$ cat config.mk
export PLATFORM = sky130hd
export DESIGN_NAME = first_fit_allocator_split_coalesce_unit
export DESIGN_NICKNAME = d
export VERILOG_FILES = /design/src/hdl/ffa_pkg.sv /design/src/hdl/ffa_ctrl.sv /design/src/hdl/ffa_datapath.sv /design/src/hdl/first_fit_allocator_split_coalesce_unit.sv
export SDC_FILE = /design/constraint.sdc
export NUM_CORES = 2
export LEC_CHECK = 0
export BUFFER_PORTS_ARGS = -buffer_cell sky130_fd_sc_hd__buf_2
export CAP_MARGIN = 20
export CORE_MARGIN = 1.5
export CORE_UTILIZATION = 45
export CTS_CLUSTER_SIZE = 14
export DETAILED_ROUTE_END_ITERATION = 12
export PLACE_DENSITY_LB_ADDON = 0.08
export SLEW_MARGIN = 0
export SYNTH_ARGS = -nofsm -noshare
export SYNTH_HDL_FRONTEND = slang
export SYNTH_SLANG_ARGS = --single-unit
export TNS_END_PERCENT = 20
$ cat constraint.sdc
create_clock -name clk -period 9.9 [get_ports clk]
set_clock_uncertainty 0.1 [all_clocks]
set_input_delay 0.99 -clock clk [delete_from_list [all_inputs] [get_ports clk]]
set_output_delay 0.99 -clock clk [all_outputs]
set_load 0.05 [all_outputs]
$ cat src/hdl/ffa_pkg.sv
`timescale 1ns / 1ps
package ffa_pkg;

  typedef enum logic [3:0] {
    ST_IDLE,
    ST_DECODE,
    ST_INIT,
    ST_LAUNCH,
    ST_WALK,
    ST_NEXT,
    ST_PREV,
    ST_SCAN,
    ST_WNEW,
    ST_WCUR,
    ST_RESP
  } ffa_state_t;

  typedef enum logic [1:0] {
    RES_DONE  = 2'd0,
    RES_ZERO  = 2'd1,
    RES_NOFIT = 2'd2
  } ffa_res_t;

  typedef enum logic [1:0] {
    RD_ZERO,
    RD_SUCC,
    RD_PREV
  } ffa_rd_t;

  typedef struct packed {
    logic     load_req;
    logic     walk_init;
    logic     init_wr;
    logic     walk;
    logic     nx_step;
    logic     pv_step;
    logic     scan;
    logic     wr_new;
    logic     wr_cur;
    logic     load_out;
    logic     grant;
    ffa_res_t code;
    ffa_rd_t  rd_sel;
  } ffa_ctrl_t;

  typedef struct packed {
    logic is_free;
    logic size_zero;
    logic started;
    logic hit;
    logic stop;
    logic has_succ;
    logic have_prev;
    logic split;
    logic slot_free;
    logic scan_last;
    logic out_busy;
  } ffa_stat_t;

endpackage

$ cat src/hdl/ffa_ctrl.sv
`timescale 1ns / 1ps
module ffa_ctrl (
  input  logic              clk,
  input  logic              rst_n,
  input  logic              in_tvalid,
  output logic              in_tready,
  input  ffa_pkg::ffa_stat_t stat,
  output ffa_pkg::ffa_ctrl_t ctrl
);
  import ffa_pkg::*;

  ffa_state_t state_r, state_nxt;
  ffa_res_t   code_r, code_nxt;
  logic       grant_r, grant_nxt;

  always_ff @(posedge clk) begin
    if (!rst_n) begin
      state_r <= ST_IDLE;
      code_r  <= RES_DONE;
      grant_r <= 1'b0;
    end else begin
      state_r <= state_nxt;
      code_r  <= code_nxt;
      grant_r <= grant_nxt;
    end
  end

  always_comb begin
    state_nxt = state_r;
    code_nxt  = code_r;
    grant_nxt = grant_r;
    unique case (state_r)
      ST_IDLE: begin
        if (in_tvalid) state_nxt = ST_DECODE;
      end
      ST_DECODE: begin
        code_nxt  = RES_DONE;
        grant_nxt = 1'b0;
        if (!stat.is_free && stat.size_zero) begin
          code_nxt  = RES_ZERO;
          state_nxt = ST_RESP;
        end else if (!stat.started) begin
          state_nxt = stat.is_free ? ST_RESP : ST_INIT;
        end else begin
          state_nxt = ST_WALK;
        end
      end
      ST_INIT:   state_nxt = ST_LAUNCH;
      ST_LAUNCH: state_nxt = ST_WALK;
      ST_WALK: begin
        if (stat.hit) begin
          if (!stat.is_free) state_nxt = stat.split ? ST_SCAN : ST_WCUR;
          else if (stat.has_succ) state_nxt = ST_NEXT;
          else if (stat.have_prev) state_nxt = ST_PREV;
          else state_nxt = ST_WCUR;
        end else if (stat.stop) begin
          code_nxt  = stat.is_free ? RES_DONE : RES_NOFIT;
          state_nxt = ST_RESP;
        end
      end
      ST_NEXT:  state_nxt = stat.have_prev ? ST_PREV : ST_WCUR;
      ST_PREV:  state_nxt = ST_RESP;
      ST_SCAN: begin
        if (stat.slot_free) state_nxt = ST_WNEW;
        else if (stat.scan_last) state_nxt = ST_WCUR;
      end
      ST_WNEW:  state_nxt = ST_WCUR;
      ST_WCUR: begin
        grant_nxt = !stat.is_free;
        state_nxt = ST_RESP;
      end
      ST_RESP: begin
        if (!stat.out_busy) state_nxt = ST_IDLE;
      end
      default:  state_nxt = ST_IDLE;
    endcase
  end

  always_comb begin
    ctrl        = '0;
    ctrl.rd_sel = RD_SUCC;
    ctrl.code   = code_r;
    ctrl.grant  = grant_r;
    in_tready   = 1'b0;
    unique case (state_r)
      ST_IDLE: begin
        in_tready     = 1'b1;
        ctrl.load_req = in_tvalid;
      end
      ST_DECODE: begin
        ctrl.rd_sel    = RD_ZERO;
        ctrl.walk_init = 1'b1;
      end
      ST_INIT: ctrl.init_wr = 1'b1;
      ST_LAUNCH: begin
        ctrl.rd_sel    = RD_ZERO;
        ctrl.walk_init = 1'b1;
      end
      ST_WALK: begin
        ctrl.walk = 1'b1;
        if (stat.hit && stat.is_free && !stat.has_succ) ctrl.rd_sel = RD_PREV;
      end
      ST_NEXT: begin
        ctrl.nx_step = 1'b1;
        ctrl.rd_sel  = RD_PREV;
      end
      ST_PREV: ctrl.pv_step = 1'b1;
      ST_SCAN: ctrl.scan = 1'b1;
      ST_WNEW: ctrl.wr_new = 1'b1;
      ST_WCUR: ctrl.wr_cur = 1'b1;
      ST_RESP: ctrl.load_out = !stat.out_busy;
      default: ctrl = '0;
    endcase
  end

endmodule

$ cat src/hdl/ffa_datapath.sv
`timescale 1ns / 1ps
module ffa_datapath #(
  parameter int ARENA_BYTES  = 1024,
  parameter int HEADER_BYTES = 28,
  parameter int MAX_BLOCKS   = 64
) (
  input  logic               clk,
  input  logic               rst_n,
  input  logic [23:0]        in_tdata,
  input  logic               in_tuser,
  input  logic               out_tready,
  output logic               out_tvalid,
  output logic [15:0]        out_tdata,
  input  ffa_pkg::ffa_ctrl_t ctrl,
  output ffa_pkg::ffa_stat_t stat
);
  import ffa_pkg::*;

  localparam int BW = $clog2(ARENA_BYTES + 1);
  localparam int CW = ((BW > 11) ? BW : 11) + 1;
  localparam int SW = $clog2(MAX_BLOCKS);
  localparam logic [BW-1:0] HDR = BW'(HEADER_BYTES);
  localparam logic [BW-1:0] INIT_BYTES =
    BW'((ARENA_BYTES > HEADER_BYTES) ? (ARENA_BYTES - HEADER_BYTES) : 0);
  localparam logic [SW-1:0] LAST = SW'(MAX_BLOCKS - 1);

  typedef struct packed {
    logic [BW-1:0] start;
    logic [BW-1:0] bytes;
    logic          avail;
    logic [SW-1:0] succ;
    logic          has;
  } ent_t;

  ent_t mem [MAX_BLOCKS];
  ent_t rd_q;
  ent_t cur_e_r;
  ent_t wd;
  logic [SW-1:0] ra, wa;
  logic          we;

  logic [MAX_BLOCKS-1:0] slot_r;
  logic          started_r;
  logic          free_r;
  logic [10:0]   size_r;
  logic [9:0]    off_r;
  logic [SW-1:0] cur_r, prev_r, nx_r, ns_r, n_r, s_r;
  logic          have_prev_r;
  logic          out_valid_r;
  logic [1:0]    out_status_r;
  logic [9:0]    out_off_r;

  logic [CW-1:0] size_c, bytes_c, cur_start_c, new_start_c, new_bytes_c;
  logic          fit, match_off, hit;

  assign size_c      = CW'(size_r);
  assign bytes_c     = CW'(rd_q.bytes);
  assign fit         = rd_q.avail && (bytes_c >= size_c);
  assign match_off   = CW'(rd_q.start) == CW'(off_r);
  assign hit         = free_r ? match_off : fit;
  assign cur_start_c = CW'(cur_e_r.start);
  assign new_start_c = cur_start_c + size_c + CW'(HEADER_BYTES);
  assign new_bytes_c = CW'(cur_e_r.bytes) - size_c - CW'(HEADER_BYTES);

  always_comb begin
    stat.is_free   = free_r;
    stat.size_zero = size_r == 11'd0;
    stat.started   = started_r;
    stat.hit       = hit;
    stat.stop      = !rd_q.has || (n_r == LAST);
    stat.has_succ  = rd_q.has;
    stat.have_prev = have_prev_r;
    stat.split     = bytes_c > (size_c + CW'(HEADER_BYTES));
    stat.slot_free = !slot_r[s_r];
    stat.scan_last = s_r == LAST;
    stat.out_busy  = out_valid_r && !out_tready;
  end

  always_comb begin
    case (ctrl.rd_sel)
      RD_ZERO: ra = '0;
      RD_PREV: ra = prev_r;
      default: ra = rd_q.succ;
    endcase
  end

  always_comb begin
    we = 1'b0;
    wa = cur_r;
    wd = cur_e_r;
    if (ctrl.init_wr) begin
      we = 1'b1;
      wa = '0;
      wd = '{start: HDR, bytes: INIT_BYTES, avail: 1'b1, succ: '0, has: 1'b0};
    end else if (ctrl.wr_new) begin
      we = 1'b1;
      wa = ns_r;
      wd = '{start: new_start_c[BW-1:0], bytes: new_bytes_c[BW-1:0], avail: 1'b1,
             succ: cur_e_r.succ, has: cur_e_r.has};
    end else if (ctrl.wr_cur) begin
      we = 1'b1;
    end else if (ctrl.pv_step) begin
      we = 1'b1;
      if (rd_q.avail) begin
        wa = prev_r;
        wd = '{start: rd_q.start, bytes: rd_q.bytes + HDR + cur_e_r.bytes,
               avail: 1'b1, succ: cur_e_r.succ, has: cur_e_r.has};
      end
    end
  end

  always_ff @(posedge clk) begin
    if (we) mem[wa] <= wd;
    rd_q <= mem[ra];
  end

  always_ff @(posedge clk) begin
    if (!rst_n) begin
      slot_r    <= '0;
      started_r <= 1'b0;
    end else begin
      if (ctrl.init_wr) begin
        slot_r[0] <= 1'b1;
        started_r <= 1'b1;
      end
      if (ctrl.scan && !slot_r[s_r]) slot_r[s_r] <= 1'b1;
      if (ctrl.nx_step && rd_q.avail) slot_r[nx_r] <= 1'b0;
      if (ctrl.pv_step && rd_q.avail) slot_r[cur_r] <= 1'b0;
    end
  end

  always_ff @(posedge clk) begin
    if (ctrl.load_req) begin
      free_r <= in_tuser;
      size_r <= in_tdata[10:0];
      off_r  <= in_tdata[20:11];
    end
    if (ctrl.walk_init) begin
      cur_r       <= '0;
      n_r         <= '0;
      s_r         <= '0;
      have_prev_r <= 1'b0;
    end
    if (ctrl.walk) begin
      if (hit) begin
        cur_e_r <= '{start: rd_q.start, bytes: rd_q.bytes, avail: free_r,
                     succ: rd_q.succ, has: rd_q.has};
        nx_r    <= rd_q.succ;
      end else begin
        prev_r      <= cur_r;
        have_prev_r <= 1'b1;
        cur_r       <= rd_q.succ;
        n_r         <= n_r + 1'b1;
      end
    end
    if (ctrl.nx_step && rd_q.avail) begin
      cur_e_r.bytes <= cur_e_r.bytes + HDR + rd_q.bytes;
      cur_e_r.succ  <= rd_q.succ;
      cur_e_r.has   <= rd_q.has;
    end
    if (ctrl.scan) begin
      if (!slot_r[s_r]) ns_r <= s_r;
      else if (s_r != LAST) s_r <= s_r + 1'b1;
    end
    if (ctrl.wr_new) begin
      cur_e_r.bytes <= size_c[BW-1:0];
      cur_e_r.succ  <= ns_r;
      cur_e_r.has   <= 1'b1;
    end
    if (ctrl.load_out) begin
      out_status_r <= ctrl.code;
      out_off_r    <= ctrl.grant ? cur_start_c[9:0] : 10'd0;
    end
  end

  always_ff @(posedge clk) begin
    if (!rst_n) out_valid_r <= 1'b0;
    else if (ctrl.load_out) out_valid_r <= 1'b1;
    else if (out_tready) out_valid_r <= 1'b0;
  end

  assign out_tvalid = out_valid_r;
  assign out_tdata  = {4'd0, out_off_r, out_status_r};

  a_head_kept: assert property (@(posedge clk) disable iff (!rst_n)
    started_r |-> slot_r[0]) else $error("head slot released");
  a_started_stays: assert property (@(posedge clk) disable iff (!rst_n)
    started_r |=> started_r) else $error("arena start flag dropped");
  a_new_slot_claimed: assert property (@(posedge clk) disable iff (!rst_n)
    ctrl.wr_new |-> slot_r[ns_r]) else $error("split into unclaimed slot");
  a_no_overwrite: assert property (@(posedge clk) disable iff (!rst_n)
    ctrl.load_out |-> !(out_valid_r && !out_tready)) else $error("result overwritten");

endmodule

$ cat src/hdl/first_fit_allocator_split_coalesce_unit.sv
`timescale 1ns / 1ps
// first-fit heap allocator over a byte arena kept as an address-ordered block list in an
// on-chip table; one transaction at a time: accept, decode, the list walk at one block per
// cycle (up to MAX_BLOCKS blocks), then up to two table writes and the result; the first
// allocate builds the list before its walk. an allocate that splits adds a slot search of
// one slot per cycle (up to MAX_BLOCKS slots) plus one more table write, and a stalled
// result holds the block until it is taken. the slot in-use bits are flip-flops cleared
// at reset, so no clearing pass is needed.
module first_fit_allocator_split_coalesce_unit #(
  parameter int ARENA_BYTES  = 1024,
  parameter int HEADER_BYTES = 28,
  parameter int MAX_BLOCKS   = 64
) (
  input  logic        clk,
  input  logic        rst_n,
  input  logic        in_tvalid,
  output logic        in_tready,
  input  logic [23:0] in_tdata,   // request_bytes[10:0], release_offset[20:11]
  input  logic        in_tuser,   // command
  output logic        out_tvalid,
  input  logic        out_tready,
  output logic [15:0] out_tdata   // status[1:0], payload_offset[11:2]
);
  import ffa_pkg::*;

  ffa_ctrl_t ctrl;
  ffa_stat_t stat;

  ffa_ctrl u_ctrl (
    .clk       (clk),
    .rst_n     (rst_n),
    .in_tvalid (in_tvalid),
    .in_tready (in_tready),
    .stat      (stat),
    .ctrl      (ctrl)
  );

  ffa_datapath #(
    .ARENA_BYTES  (ARENA_BYTES),
    .HEADER_BYTES (HEADER_BYTES),
    .MAX_BLOCKS   (MAX_BLOCKS)
  ) u_datapath (
    .clk        (clk),
    .rst_n      (rst_n),
    .in_tdata   (in_tdata),
    .in_tuser   (in_tuser),
    .out_tready (out_tready),
    .out_tvalid (out_tvalid),
    .out_tdata  (out_tdata),
    .ctrl       (ctrl),
    .stat       (stat)
  );

endmodule
==> summary.md <==
| Metric | Value |
|---|---|
| Worst skew pair latency | `0.87 ns` |
| FILL cells | `15500` |
| Worst r2r dst | `u_datapath.bytes_c[2]$_DFF_P_` |
| Most frequent cell after synthesis | `edfxtp_1` |
| Global-route wire length before repair | `338000 um` |
| Final cell area excluding filler cells | `0.0960 mm2` |
| Synthesized area per cell | `16.1 um2` |
| Critical-path maximum fanout | `58` |
| Core area | `0.188 mm2` |
| CTS sink cnt | `2124` |
| Number of vias per cell | `5.85` |
| Utilization after layout | `51.1%` |
| Post-detail-place hpwl | `124000 um` |
| Critical path buffers and inverters | `4` |
| CP max stage cell | `nor4_1` |
| RSZ-0062 raised after global routing | `no` |
| Port Buffers | `39` |
| Top cell by count, worst path | `buf_4` |
| Antenna Nets Post-Route | `0` |
| Clock slew at reported path FFs | `0.06 ns` |
| RR Startpoint | `u_datapath.size_r[8]$_DFFE_PP_` |
| TritonCTS clock tree | `done` |
| Die X | `437 um` |
| TritonCTS buffer count | `218` |
| Post-CTS Hold Fix Bufs | `0` |
| # setup viols final | `0` |
| Vias | `47300` |
| CTS Buffer Depth | `3` |
| Area contributors post-synth | `edfxtp_1, mux4_2, nand2_1` |
| Nets | `5523` |
| Worst hold path type | `primary input to flop` |
| Row Count | `159` |
| Final Hold Vio Count | `0` |
| I/O pin count | `47` |
| Root Driver | `clkbuf_16` |
| CTS H-tree depth | `4` |
| Mapped cell area | `0.0848 mm2` |
| Async set-reset flop share out of synthesis | `0%` |
| Layout area overhead | `13.1%` |
| Max incr delay on CP | `0.88 ns` |
| Initial core utilization | `45.2%` |
| Largest net degree at the start of global routing | `183` |
| Yosys warns | `0` |
| Seq/Total Area, Yosys | `73.7%` |
| R2R cell count | `15` |
| Final WL | `237000 um` |
| Setup Fix Bufs, Post-CTS | `0` |
| Yosys top cell by area | `edfxtp_1` |
| Worst setup endpoint | `u_datapath.bytes_c[2]$_DFF_P_` |
| Internal reg-to-reg setup slack | `3.32 ns` |
| CP cell instances | `inv_1 -> ha_1 -> and4_1 -> and3b_1 -> o31ai_1 -> nand4b_1 -> a22oi_2 -> buf_12 -> buf_4 -> mux4_2 -> a22oi_1 -> nand2_1 -> nor4_1 -> buf_4 -> nand4_1` |
| Worst slew pin tran | `1.23 ns` |
| Pwr dens | `308 mW/mm2` |
| Drt drc | `0` |
| Hold Startpoint | `in_tdata[20]` |
| Layout cells sized above 1 | `16.0%` |
| Yosys top cell area share | `70.8%` |
| Tcrit/Tclk final | `66.4%` |
| Maximum VDD drop | `313 uV` |
| Post-synth cell types | `70` |
| Post-route insts no fill | `8088` |
| Max_cap viols | `0` |
| Pwr Total | `0.0295 W` |
| DRT iter0 DRCs | `4806` |
| Total GRT Usage | `24.6%` |
| Setup crit end kind | `flop` |
| Gates resized, CTS repair | `0` |
| Die height | `437 um` |
| Fmax | `152 MHz` |
| Wire per inst | `29.3 um` |
| Vias in the first global route | `47200` |
| Initial antenna violation count | `3` |
| Placed Cells incl. Taps | `7681` |
| Static Leak | `31.9 nW` |
| Ys flop type | `edfxtp_1` |
| Critical path launch point type | `flop` |
| Setup tns final | `0 ns` |
| Cell Area, Placed | `0.0891 mm2` |
| Crit path time final | `6.58 ns` |
| Critical path depth | `15` |
| Placer congestion estimate | `0.812` |
| Relative slew slack | `16.9%` |
| Status | `finished, final reports clean` |
| Critical Path AT | `7.16 ns` |
| Worst EP required | `10.48 ns` |
| Type of the worst setup path | `flop to flop` |
| Die area | `0.191 mm2` |
| CP top delay family | `simple AND/OR/NAND/NOR gates` |
| Register bit total from synthesis | `2124` |
| Worst Setup SP | `u_datapath.size_r[8]$_DFFE_PP_` |
| Initial DRT Pass Iterations | `7` |
| Cell count after synthesis | `5260` |
| Top cells by count, synth | `edfxtp_1, nand2_1, nand3_1` |
| Fin. max-slew vios | `0` |
| Total gr overflow | `0` |
| Post-synth EDFFs | `2001` |
## per-stage QoR
stage                     hold slack, ns  setup slack, ns
after floorplan                    0.303             4.73
after global placement             0.341             3.34
after detailed placement           0.344             3.30
after CTS                          0.148             3.21
after global routing               0.171             3.02
final                              0.215             3.32
## sequential cells by signal (all words and copies together), names as in the netlist, 10 cells and up
name,count
u_datapath.mem,1920
u_datapath.bytes_c,11
u_datapath.rd_q,18
u_datapath.slot_r,64
u_datapath.size_r,11
u_datapath.off_r,10
u_datapath.cur_e_r,30
u_datapath.out_off_r,10
## worst min path at each step
stage	endpoint	slack, ns	cells past startpoint
after floorplan	u_datapath.ns_r[2]$_DFFE_PP_	0.30	0
after global placement	u_ctrl.code_r[1]$_SDFFE_PN0P_	0.34	2
after detailed placement	u_ctrl.code_r[1]$_SDFFE_PN0P_	0.34	2
after CTS	u_datapath.size_r[3]$_DFFE_PP_	0.15	1
after global routing	u_datapath.size_r[3]$_DFFE_PP_	0.17	1
final	u_datapath.off_r[9]$_DFFE_PP_	0.21	1
## cells by family (layout without fill, tap and decap cells)
logic type | after synthesis | in the layout | share of synthesized area [%]
mux | 461 | 461 | 9.14
fa+ha+maj | 84 | 84 | 1.27
flops | 2124 | 2124 | 73.7
simple gates | 1579 | 1579 | 8.52
xor+xnor | 50 | 50 | 0.516
other cells | 1 | 7 | 0.00442
compound gates | 584 | 584 | 4.93
buf+inv | 377 | 704 | 1.89
## power breakdown
part / internal (W) / switching, W / total [W] / leakage, nW
clock: 0.00446 / 0.00343 / 0.00789 / 3.32
sequential: 0.0112 / 0.000293 / 0.0115 / 19.0
combinational: 0.00329 / 0.00685 / 0.0101 / 9.59
## cell type report
type | instances | area (um2) | area share (%)
Multi-Input combinational cell | 2762 | 21500 | 22.4
Timing Repair Buffer | 225 | 1670 | 1.74
Clock buffer | 298 | 5920 | 6.17
Clock inverter | 102 | 875 | 0.911
Antenna cell | 3 | 7.51 | 0.00782
Sequential cell | 2124 | 62600 | 65.2
Tap cell | 2495 | 3120 | 3.25
Inverter | 79 | 297 | 0.309
## per-layer routing
| metal | vias up | routed length (um) | global-route usage (%) | share of wire [%] |
|---|---|---|---|---|
| met4 | 2 | 7090 | 7.99 | 3.0 |
| met1 | 24600 | 99400 | 33.3 | 42 |
| li1 | 20900 | - | - | - |
| met3 | 327 | 13900 | 3.65 | 5.9 |
| met5 | - | 8 | 0 | 0.0034 |
| met2 | 1451 | 116000 | 41.0 | 49 |
## layout by cell type (no fill, tap or decap), types with 18 or more instances in the layout
cell	instances
a31oi_1	90
o22ai_1	28
mux4_2	250
dfxtp_1	123
inv_1	77
a222oi_1	62
a221oi_1	21
buf_4	176
nor2_1	90
nor2b_1	79
nand2_1	749
mux2i_1	201
o21ai_0	57
nand4_1	100
edfxtp_1	2001
nor4_1	33
a22o_1	35
nor2_4	75
buf_2	42
and3_1	52
clkinv_2	29
nor3_1	42
clkinv_1	46
ha_1	81
o21a_1	18
nand3_1	279
clkbuf_16	221
clkbuf_1	67
a21oi_1	86
xnor2_1	43
a22oi_1	86
(Power assumes the default switching activity.)
